`src/rtl/core/sbl_pkg.sv`:
```
// types, constants and step programme for the spherical bessel unit
package sbl_pkg;

    localparam int IN_FRAC_BITS_DEF  = 16;
    localparam int RES_FRAC_BITS_DEF = 30;

    localparam logic [63:0] ONE_Q60        = 64'h1000_0000_0000_0000;
    localparam logic [63:0] FOUR_Q60       = 64'h4000_0000_0000_0000;
    localparam logic [63:0] INV_TWO_PI_Q64 = 64'h28BE_60DB_9391_054A;
    localparam logic [63:0] HALF_PI_Q62    = 64'h6487_ED51_10B4_611A;
    localparam logic [63:0] X_ZERO_LIMIT   = 64'd43;
    localparam logic [63:0] X_CUT5         = 64'd601295422;
    localparam logic [63:0] X_CUT6         = 64'd1245540516;
    localparam logic [63:0] X_SERIES_LIMIT = 64'h0000_0004_0000_0000;
    localparam logic [63:0] X_RECIP_MIN    = 64'h0000_0000_2000_0000;

    localparam int RCP_STEPS     = 93;
    localparam int RCP_PER_STAGE = 2;
    localparam int RCP_STAGES    = (RCP_STEPS + RCP_PER_STAGE - 1) / RCP_PER_STAGE;

    localparam int STEP_LAT     = 6;
    localparam int SERIES_TERMS = 30;
    localparam int NUM_STEPS    = 37 + SERIES_TERMS;

    localparam logic [1:0] ST_OK    = 2'd0;
    localparam logic [1:0] ST_SAT   = 2'd1;
    localparam logic [1:0] ST_UNDEF = 2'd2;

    localparam logic [0:0] REG_WAVENUMBER = 1'b0;
    localparam logic [0:0] REG_ORDER      = 1'b1;

    typedef enum logic [3:0] {
        OP_TURNS,
        OP_TH,
        OP_T2,
        OP_SIN,
        OP_COS,
        OP_SV,
        OP_RJ0,
        OP_RJ1,
        OP_RJN,
        OP_SP,
        OP_SH,
        OP_SK
    } op_t;

    typedef struct packed {
        logic        [63:0] x32;
        logic signed [3:0]  order;
        logic               last;
        logic        [62:0] rcp;
        logic        [63:0] ang;
        logic        [63:0] th;
        logic        [63:0] t2;
        logic        [63:0] hs;
        logic        [63:0] hc;
        logic signed [63:0] s;
        logic signed [63:0] c;
        logic signed [63:0] jm;
        logic signed [63:0] jn;
        logic        [63:0] t;
        logic        [63:0] h;
        logic signed [63:0] sum;
    } ctx_t;

    function automatic op_t step_op(int i);
        op_t op;
        if (i == 0)       op = OP_TURNS;
        else if (i == 1)  op = OP_TH;
        else if (i == 2)  op = OP_T2;
        else if (i < 12)  op = OP_SIN;
        else if (i < 22)  op = OP_COS;
        else if (i == 22) op = OP_SV;
        else if (i == 23) op = OP_RJ0;
        else if (i == 24) op = OP_RJ1;
        else if (i < 30)  op = OP_RJN;
        else if (i < 36)  op = OP_SP;
        else if (i == 36) op = OP_SH;
        else              op = OP_SK;
        return op;
    endfunction

    function automatic int step_k(int i);
        int k;
        if (i < 3)        k = 1;
        else if (i < 12)  k = 9 - (i - 3);
        else if (i < 22)  k = 10 - (i - 12);
        else if (i < 25)  k = 1;
        else if (i < 30)  k = i - 24;
        else if (i < 36)  k = i - 29;
        else if (i == 36) k = 1;
        else              k = i - 36;
        return k;
    endfunction

    function automatic int div_of(op_t op, int k, int l);
        int d;
        d = 1;
        case (op)
            OP_SIN:  d = 2 * k * (2 * k + 1);
            OP_COS:  d = (2 * k - 1) * 2 * k;
            OP_SP:   d = 2 * k + 1;
            OP_SK:
            begin
                if (l >= 0 && l <= 6)
                begin
                    d = k * (2 * l + 2 * k + 1);
                end
            end
            default: d = 1;
        endcase
        return d;
    endfunction

endpackage

```
`src/rtl/core/sbl_emit.sv`:
```
// result selection, rounding and saturation into the output registers
module sbl_emit
    import sbl_pkg::*;
#(
    parameter int RES_FRAC_BITS = RES_FRAC_BITS_DEF
)
(
    input  logic        clk,
    input  logic        rst_n,
    input  logic        en,
    input  logic        in_valid,
    input  ctx_t        in_ctx,
    output logic        out_valid,
    output logic [31:0] out_value,
    output logic [1:0]  out_status,
    output logic        out_last
);

    localparam int          RND_SH  = 60 - RES_FRAC_BITS;
    localparam logic [63:0] RND_ADD = 64'd1 << (RND_SH - 1);

    logic        a_valid_reg;
    logic [63:0] a_val_reg;
    logic [1:0]  a_st_reg;
    logic        a_last_reg;
    logic        b_valid_reg;
    logic [31:0] b_val_reg;
    logic [1:0]  b_st_reg;
    logic        b_last_reg;

    logic [63:0] sel_val;
    logic [1:0]  sel_st;
    logic [63:0] mag, mag_r, res;
    logic [1:0]  res_st;
    logic        neg;

    always_comb
    begin
        sel_val = '0;
        sel_st  = ST_OK;
        if (in_ctx.order < -4'sd1 || in_ctx.order > 4'sd6)
        begin
            sel_val = '0;
        end
        else if (in_ctx.x32 < X_ZERO_LIMIT)
        begin
            if (in_ctx.order == -4'sd1)
            begin
                sel_st = ST_UNDEF;
            end
            else if (in_ctx.order == 4'sd0)
            begin
                sel_val = ONE_Q60;
            end
        end
        else if (in_ctx.order == -4'sd1)
        begin
            sel_val = (in_ctx.x32 <= X_RECIP_MIN) ? FOUR_Q60 : in_ctx.jm;
        end
        else if ((in_ctx.order == 4'sd5 && in_ctx.x32 < X_CUT5)
              || (in_ctx.order == 4'sd6 && in_ctx.x32 < X_CUT6))
        begin
            sel_val = '0;
        end
        else if (in_ctx.x32 < X_SERIES_LIMIT)
        begin
            sel_val = in_ctx.sum;
        end
        else
        begin
            sel_val = (in_ctx.order == 4'sd0) ? in_ctx.jm : in_ctx.jn;
        end
    end

    always_comb
    begin
        neg    = a_val_reg[63];
        mag    = neg ? (64'd0 - a_val_reg) : a_val_reg;
        mag_r  = (mag + RND_ADD) >> RND_SH;
        res_st = a_st_reg;
        if (!neg && mag_r > 64'h7FFF_FFFF)
        begin
            mag_r  = 64'h7FFF_FFFF;
            res_st = ST_SAT;
        end
        if (neg && mag_r > 64'h8000_0000)
        begin
            mag_r  = 64'h8000_0000;
            res_st = ST_SAT;
        end
        res = neg ? (64'd0 - mag_r) : mag_r;
    end

    always_ff @(posedge clk or negedge rst_n)
    begin
        if (!rst_n)
        begin
            a_valid_reg <= 1'b0;
            b_valid_reg <= 1'b0;
        end
        else if (en)
        begin
            a_valid_reg <= in_valid;
            b_valid_reg <= a_valid_reg;
        end
    end

    always_ff @(posedge clk)
    begin
        if (en)
        begin
            a_val_reg  <= sel_val;
            a_st_reg   <= sel_st;
            a_last_reg <= in_ctx.last;
            b_val_reg  <= res[31:0];
            b_st_reg   <= res_st;
            b_last_reg <= a_last_reg;
        end
    end

    assign out_valid  = b_valid_reg;
    assign out_value  = b_val_reg;
    assign out_status = b_st_reg;
    assign out_last   = b_last_reg;

endmodule

```
`config.mk`:
```
export PLATFORM = sky130hd
export DESIGN_NAME = sbl_emit
export DESIGN_NICKNAME = d
export VERILOG_FILES = /design/src/rtl/core/sbl_pkg.sv /design/src/rtl/core/sbl_emit.sv
export SDC_FILE = /design/constraint.sdc
export NUM_CORES = 1
export LEC_CHECK = 0
export ABC_AREA = 1
export BUFFER_PORTS_ARGS = -buffer_cell sky130_fd_sc_hd__buf_2
export CORE_AREA = 2 2 369 371
export CTS_CLUSTER_DIAMETER = 40
export CTS_CLUSTER_SIZE = 40
export DETAILED_ROUTE_END_ITERATION = 8
export DIE_AREA = 0 0 371 373
export SYNTH_ARGS = -nofsm -noshare
export SYNTH_HDL_FRONTEND = slang
export SYNTH_SLANG_ARGS = --single-unit
```
`constraint.sdc`:
```
create_clock -name clk -period 4.8 [get_ports clk]
set_input_delay 0.24 -clock clk [delete_from_list [all_inputs] [get_ports clk]]
set_output_delay 0.24 -clock clk [all_outputs]
set_load 0.005 [all_outputs]
```
* After elaboration in Yosys (flattened, before gate mapping) *
Cells that the tools add are included.

cells by class
  $add $sub $neg = 3
  magnitude comparators = 9
  equal/unequal tests = 3
  mux-type cells = 13
  bitwise logic cells = 1
  reductions and logical operators = 10

operator list
  operator                                                           count
  two-way mux 64 bit                                                 7
  two-way mux 61 bit                                                 2
  adder 64 x 30 -> 64 bit (second input constant)                    1
  less-or-equal comparator 64 x 30 -> 1 bit (second input constant)  1
  < comparator 64 x 30 -> 1 bit (second input constant)              1
  < comparator 64 x 31 -> 1 bit (second input constant)              1
  < comparator 64 x 35 -> 1 bit (second input constant)              1
  < comparator 64 x 6 -> 1 bit (second input constant)               1
  two-way mux 32 bit                                                 2
  subtractor 1 x 64 -> 64 bit (first input constant)                 1
  > comparator 34 x 31 -> 1 bit (second input constant)              1
  > comparator 34 x 32 -> 1 bit (second input constant)              1
  two-way mux 34 bit                                                 1
  subtractor 1 x 32 -> 32 bit (first input constant)                 1
  == test 4 bit (second input constant)                              2
  == test 4 x 1 -> 1 bit (second input constant)                     1
  > comparator 4 bit (second input constant)                         1
  logical AND 1 bit                                                  4
  zero test 4 bit                                                    1
  < comparator 4 x 1 -> 1 bit (second input constant)                1
  OR reduction 2 bit                                                 2
  logical OR 1 bit                                                   2
  two-way mux 2 bit                                                  1
  zero test 1 bit                                                    1
  inverter 1 bit                                                     1

word-level totals
  bits in registers = 104
  input bits = 904
  output and inout port bits = 36
  logic and storage cells = 47

* Longest topological paths before layout *
Gate-level depths: netlist of run 1.

  word-level depth = 11
  depth in mapped cells = 37
  gate-level depth less buffers = 34

* Worst setup path before layout of run 1 *
No wires, ideal clock.

  path type = reg-to-reg
  start = register a_val_reg[8]
  end = register b_val_reg[28], in the netlist out_value[28] (data pin)
  library setup time = 253 ps
  arrival time = 3834 ps
  required time = 4547 ps
  setup slack = 713 ps
  cell stages (with the launch flop) = 35
  path buffers = 3
  clock period less this slack = 4087 ps
  path through = edfxtp_1 > nor2_4 > and2_1 > nand2_1 > nor2_1 > nand2_1 > nand2_2 > nand2_1 > nand2_2 > ha_1 > nand3_2 > inv_2 > nand3_1 > nor2_1 > nand3b_1 > nand2_1 > inv_2 > nand3_4 > nand2_8 > nand2_4 > nor2_1 > nand3_2 > nand2_2 > buf_6 > buf_6 > buf_4 > a21oi_1 > ha_1 > nand2_1 > nor2_2 > nand2_1 > nand2_2 > nand3_1 > nand2_1 > nand2_1

on the way
  longest elaborated chain between the ends = 11

ends and longest elaborated chain
  element                        line             text
  start: declaration             sbl_emit.sv:23   logic [63:0] a_val_reg;
  start signal: assignment       sbl_emit.sv:112  a_val_reg <= sel_val;
  subtractor 1 x 64 -> 64 bit    sbl_emit.sv:78   mag = neg ? (64'd0 - a_val_reg) : a_val_reg;
  two-way mux 64 bit *           sbl_emit.sv:78
  adder 64 x 30 -> 64 bit *      sbl_emit.sv:79   mag_r = (mag + RND_ADD) >> RND_SH;
  > comparator 34 x 31 -> 1 bit  sbl_emit.sv:81   if (!neg && mag_r > 64'h7FFF_FFFF)
  logical AND 1 bit              sbl_emit.sv:81
  two-way mux 34 bit *           sbl_emit.sv:81
  > comparator 34 x 32 -> 1 bit  sbl_emit.sv:86   if (neg && mag_r > 64'h8000_0000)
  logical AND 1 bit              sbl_emit.sv:86
  two-way mux 32 bit *           sbl_emit.sv:86
  subtractor 1 x 32 -> 32 bit    sbl_emit.sv:91   res = neg ? (64'd0 - mag_r) : mag_r;
  two-way mux 32 bit *           sbl_emit.sv:91
  via res[28]                    sbl_emit.sv:33   logic [63:0] mag, mag_r, res;
  end signal: assignment         sbl_emit.sv:115  b_val_reg <= res[31:0];
  end: declaration               sbl_emit.sv:27   logic [31:0] b_val_reg;

Mark *: on every way through the listed nets, which the timed path passes. The rest lies on a longest branch.
A chain may end at the register's enable or synchronous reset.

* Worst setup path in the final report of run 1 *
  start = register a_val_reg[25]
  end = register b_val_reg[16], in the netlist out_value[16] (data pin)

Same word-level chain as after synthesis.

==> results by group, run 1 <==
Floorplan
  • Die Outline Area: 138,000 um2
  • Height of the die: 373 um
  • Boundary Pins: 940
  • X dimension of the die: 371 um
  • Initial core utilization: 8.04%
  • Number of rows created at floorplan: 135
  • Core area: 135,000 um2

Clock network
  • H-tree levels: 3
  • Worst skew pair latency: 0.40 ns
  • Number of clock sinks seen by CTS: 103
  • Total clock buffers created by CTS: 9
  • Clock-pin transition on the worst setup and hold timing paths: 0.08 ns
  • Maximum buffer depth of the clock tree: 2
  • CTS tree: done
  • Cell at the root of the clock tree: clkbuf_16

Timing
  • Part of the cycle the worst path needs: 91.6%
  • Skew final: 0.0336 ns
  • Clock period minus final worst setup slack: 4.40 ns
  • Max Clk Rate: 0.227 GHz
  • Transition time at the pin with the least slew margin: 0.864 ns
  • Final setup fails: 0
  • Slew margin rel.: 42.4%
  • Final-report max-slew violation count: 0
  • Final count of hold timing violations: 0

Yosys
  • Count of cell types in the netlist: 50
  • Ranking of synthesized cells by area: edfxtp_1 28%, nand2_1 19%, nand3_1 7.8%, nor2_1 6.9%, nand4_1 5.5%
  • Flops & latches, synth: 103
  • Average instance area after synthesis: 6.33 um2
  • Post-synthesis instance area: 10,800 um2
  • Number of synthesized flops with an enable pin: 101
  • Sequential area share after synthesis: 28.5%
  • Cell type with the largest total area after synthesis: edfxtp_1
  • Post-synth top flop: edfxtp_1
  • Total of warnings raised by yosys: 0
  • Synth Instances: 1,710
  • Net count of the mapped netlist: 2,616
  • Top-area cell type share of the netlist area: 28.0%
  • Async SR Flop Fraction: 1.94%

Setup path
  • Most used cell along the critical path: nand2_1
  • Arr. time, crit path: 4.53 ns
  • Worst EP required: 4.93 ns
  • Category of the worst setup path capture point: register
  • Critical Path Start Type: register
  • CP max FO: 16
  • Crit Path Category: reg2reg
  • Slowest stage delay, CP: 0.47 ns
  • Slowest stage cell, crit path: edfxtp_1
  • R2R setup slack: 0.40 ns

Routing
  • Antenna viol nets, final: 0
  • Routed length per placed instance: 15.2 um
  • Routed WL: 57.3 mm
  • Via count: 13,000
  • First-pass iteration count of the detailed router: 6
  • Number of DRC markers after the initial detailed-route iteration: 863
  • Detail-routed via count per cell: 3.44
  • DRC violation count after routing: 0

Cells and area
  • Commonest cells after routing, fill and taps aside: 550 x nand2_1, 299 x buf_2, 192 x nor2_1
  • Area growth from synthesis to layout: 38.2%
  • Share of final-layout standard cells stronger than drive strength 1: 23.7%
  • Largest register FFs: 64
  • Post-layout net count: 2,876
  • Post-layout util: 11.1%
  • Most frequent standard cell in the layout excluding fill and tap cells: nand2_1

Placed design
  • Global placer's final weighted congestion: 0.895
  • Detail Placement HPWL: 47.8 mm
  • IO Port Bufs: 300

Pwr
  • Power Density: 224 nW/um2
  • Pleak: 5.91 nW
  • Max rail drop VDD: 0.000165 V
  • Post-layout total power: 0.00336 W

GRT
  • GRT Util Overall: 8.12%
  • First-pass GRT wire length: 81.8 mm
  • Number of antenna violations at the first check in global routing: 21
  • Pin count of the biggest net entering global routing: 77
  • Number of global-route vias before repair: 12,300
  • Remaining global-route overflow: 0

Status
  • Status: finished, final reports clean

Job
  • Max-Cap Viols: 0

Worst hold path
  • Min-delay worst type: in2reg
[cells in the mapped netlist (3+ instances only)]
master,n
nand2_1,553
nor2_2,27
nand3_2,5
inv_2,16
nand2_4,4
inv_1,126
buf_6,4
nand3b_1,19
nand2_2,25
xnor2_1,7
nor3_1,12
o21ai_1,23
nand3_1,169
clkbuf_1,70
a21oi_1,70
xor2_1,18
o21ai_2,6
o21ai_0,16
buf_1,5
edfxtp_1,101
nand4_1,95
buf_4,4
nor2_1,200
nor4_1,21
o2111ai_1,66
and2_1,8
buf_2,3
o21bai_1,3
nor2_4,8
[where the power goes]
group / switching (W) / internal (W) / total [W]
registers: 0.0000772 / 0.00112 / 0.00120
logic: 0.000828 / 0.000404 / 0.00123
clock network: 0.000454 / 0.000472 / 0.000926
total: 0.00136 / 0.00200 / 0.00336
[logic make-up after synthesis]
| family | Yosys count | synth area share, % |
|---|---|---|
| AND/OR/NAND/NOR | 1155 | 48.8 |
| buffers and inverters | 229 | 8.39 |
| AO/OA/AOI/OAI | 196 | 12.1 |
| flip-flops | 103 | 28.5 |
| XOR/XNOR | 25 | 2.02 |
| adder cells (fa/ha/maj) | 2 | 0.231 |
[metrics by stage]
step	instances	setup slack [ns]	TNS (ns)	hold slack [ns]	cell area (um2)
floorplan	1710	0.713	0	-0.0556	10800
global placement	3733	0.196	0	0.0250	14500
detailed placement	3733	0.145	0	0.0271	14500
CTS	3750	0.153	0	0.0638	14800
global route	3757	-0.0141	-0.0244	0.100	14900
finish	3765	0.404	0	0.0780	15000
[layout make-up]
cell class / instances / area, um2
repair buffers: 335 / 1810
clock inverters: 7 / 113
fillers: 15700 / 120000
multi-input cells: 1378 / 6930
well taps: 1781 / 2230
clock buffers: 9 / 225
diodes: 9 / 22.5
flip-flops and latches: 103 / 3080
inverters: 143 / 539
[per-layer routing]
metal | part of all wire [%] | vias to the layer above | wire [um] | track usage (%)
li1 | - | 6373 | - | -
met1 | 46 | 5893 | 26500 | 10.8
met2 | 44 | 625 | 25400 | 13.1
met3 | 7.1 | 71 | 4080 | 1.89
met4 | 2.4 | 6 | 1370 | 2.04
met5 | 0.061 | - | 35 | 0
[critical path, delay by kind of cell, from the launching register on]
kind,cells,cell delay (ns)
adders and majority gates,1,0.21
buffers and inverters,3,0.52
DFF,1,0.47
xor gates and xnor gates,2,0.48
AOI/OAI and AO/OA,1,0.14
and+or+nand+nor,23,2.32
[final timing paths]
| path | from | endpoint | cells after the start |
|---|---|---|---|
| setup / recovery | a_val_reg[25] | out_value[16] | 30 |
| setup reg to reg | a_val_reg[25] | out_value[16] | 30 |
| min in group asynchronous | rst_n | a_valid_reg | 2 |
| max in group asynchronous | rst_n | a_valid_reg | 2 |
| hold / removal | in_valid | a_valid_reg | 3 |
| hold reg to reg | a_last_reg | out_last | 0 |
[repair_timing]
action / CTS / global route
buffers inserted: 0 / 6
hold buffers: 1 / 0
endpoints found under the hold margin: 2 / 0
resized for setup: 0 / 19
setup endpoints to repair: 0 / 28
Note: power is estimated with default switching activity, not from simulation.
==> run 2, diff against run 1 <==
--- a/config.mk
+++ b/config.mk
@@ -8,6 +8,7 @@
 export ABC_AREA = 1
 export BUFFER_PORTS_ARGS = -buffer_cell sky130_fd_sc_hd__buf_2
 export CORE_AREA = 2 2 369 371
+export CTS_BUF_LIST = sky130_fd_sc_hd__clkbuf_8
 export CTS_CLUSTER_DIAMETER = 40
 export CTS_CLUSTER_SIZE = 40
 export DETAILED_ROUTE_END_ITERATION = 8
==> results by group, run 2 (same netlist as run 1, synthesis figures left out) <==
Status
  • Status: finished, final reports clean

Clock network
  • Number of clock sinks seen by CTS: 103
  • Cell at the root of the clock tree: clkbuf_8
  • Maximum buffer depth of the clock tree: 2
  • H-tree levels: 3
  • Worst skew pair latency: 0.48 ns
  • CTS tree: done
  • Total clock buffers created by CTS: 9
  • Clock-pin transition on the worst setup and hold timing paths: 0.17 ns

Timing
  • Final setup fails: 0
  • Final count of hold timing violations: 0
  • Max Clk Rate: 0.226 GHz
  • Clock period minus final worst setup slack: 4.42 ns
  • Skew final: 0.0541 ns
  • Transition time at the pin with the least slew margin: 0.841 ns
  • Final-report max-slew violation count: 0
  • Part of the cycle the worst path needs: 92.1%
  • Slew margin rel.: 43.9%

Routing
  • Antenna viol nets, final: 0
  • Routed length per placed instance: 15.2 um
  • DRC violation count after routing: 0
  • Routed WL: 57.4 mm
  • Detail-routed via count per cell: 3.44
  • Via count: 13,000
  • Number of DRC markers after the initial detailed-route iteration: 859
  • First-pass iteration count of the detailed router: 5

Setup path
  • Slowest stage delay, CP: 0.49 ns
  • Worst EP required: 5.01 ns
  • Critical Path Start Type: register
  • Arr. time, crit path: 4.63 ns
  • Category of the worst setup path capture point: register
  • Slowest stage cell, crit path: edfxtp_1
  • Most used cell along the critical path: nand2_1
  • CP max FO: 16
  • Crit Path Category: reg2reg

Cells and area
  • Sequential standard cell area: 3080 um2
  • Commonest cells after routing, fill and taps aside: 550 x nand2_1, 299 x buf_2, 192 x nor2_1
  • Final instance area: 14,900 um2
  • Post-layout net count: 2,877
  • Largest register FFs: 64
  • Number of non-filler instances in the completed layout: 3,768
  • Area growth from synthesis to layout: 37.4%
  • Most frequent standard cell in the layout excluding fill and tap cells: nand2_1
  • Area of the multi-input gates: 6930 um2
  • Share of final-layout standard cells stronger than drive strength 1: 23.7%
  • Number of fill cells: 15,700

GRT
  • Number of antenna violations at the first check in global routing: 21
  • First-pass GRT wire length: 81.8 mm
  • Pin count of the biggest net entering global routing: 77
  • GRT Util Overall: 8.13%
  • Number of global-route vias before repair: 12,300
  • Remaining global-route overflow: 0

Floorplan
  • Boundary Pins: 940
  • X dimension of the die: 371 um
  • Number of rows created at floorplan: 135
  • Die Outline Area: 138,000 um2
  • Initial core utilization: 8.04%
  • Height of the die: 373 um
  • Core area: 135,000 um2

Pwr
  • Pleak: 5.87 nW
  • Max rail drop VDD: 0.000150 V
  • Power Density: 214 nW/um2

Placed design
  • IO Port Bufs: 300
  • Global placer's final weighted congestion: 0.895
  • Detail Placement HPWL: 47.8 mm
  • Total cell area at the placement stage: 14,500 um2
  • Number of cells after detailed placement: 3,733

Job
  • Max-Cap Viols: 0

Worst hold path
  • Min-delay worst type: in2reg
[run 2: cell count changes in the layout (fill, tap and decap cells not counted)]
| cell | previous run | this run |
|---|---|---|
| clkbuf_16 | 9 | 0 |
| clkbuf_8 | 0 | 9 |
| diode_2 | 9 | 11 |
| dlygate4sd3_1 | 1 | 2 |
[run 2: where the power goes]
part / switching [W] / leakage [nW] / total (W) / internal (W)
logic: 0.000830 / 4.75 / 0.00123 / 0.000405
registers: 0.0000772 / 1.00 / 0.00120 / 0.00112
clock network: 0.000438 / 0.115 / 0.000744 / 0.000306
[run 2: layout make-up]
type,count,share of cell area [%]
tap,1781,15.0
inverter,143,3.63
clock inverter,7,0.757
sequential,103,20.7
antenna,11,0.185
clock buffer,9,0.833
timing repair buffer,336,12.2
multi-input combinational,1378,46.6
[run 2: path summary, 6_finish.rpt]
| path | from | to | slack (ns) | cells after the start |
|---|---|---|---|---|
| setup reg to reg | a_val_reg[25] | out_value[16] | 0.38 | 30 |
| setup / recovery | a_val_reg[25] | out_value[16] | 0.38 | 30 |
| hold / removal | in_ctx[831] | a_last_reg | 0.01 | 1 |
| max in group asynchronous | rst_n | a_valid_reg | 4.59 | 2 |
| min in group asynchronous | rst_n | out_valid | 0.12 | 2 |
| hold reg to reg | a_last_reg | out_last | 0.45 | 0 |
[run 2: critical path: cells and delay by family, from the launching register on]
kind	cells	cell delay, ns
AOI/OAI and AO/OA	1	0.14
and+or+nand+nor	23	2.33
buffers and inverters	3	0.53
xor gates and xnor gates	2	0.49
adders and majority gates	1	0.22
DFF	1	0.49
[run 2: per-layer routing]
layer,vias to the layer above,share of wire [%],wire length (um),track usage (%)
li1,6373,-,-,-
met1,5954,46,26600,10.8
met2,567,45,25600,13.1
met3,73,6.7,3830,1.87
met4,6,2.4,1360,2.07
met5,-,0.061,35,0
[run 2: timing repair]
| action | CTS | global route |
|---|---|---|
| hold buffers | 2 | 0 |
| endpoints found under the hold margin | 3 | 0 |
| buffers inserted | 0 | 6 |
| gates resized for setup | 0 | 19 |
| endpoints found under the setup margin | 0 | 28 |
[run 2: metrics by stage]
step                setup TNS (ns)  setup slack, ns  total power [W]  utilization [%]  hold slack [ns]
floorplan                        0            0.713          0.00189                -          -0.0556
global placement                 0            0.196          0.00245             10.7           0.0250
detailed placement               0            0.145          0.00245             10.7           0.0271
CTS                              0            0.151          0.00322             10.9           0.0247
global route               -0.0345          -0.0200          0.00339             11.0           0.0387
finish                           0            0.377          0.00318             11.0           0.0130
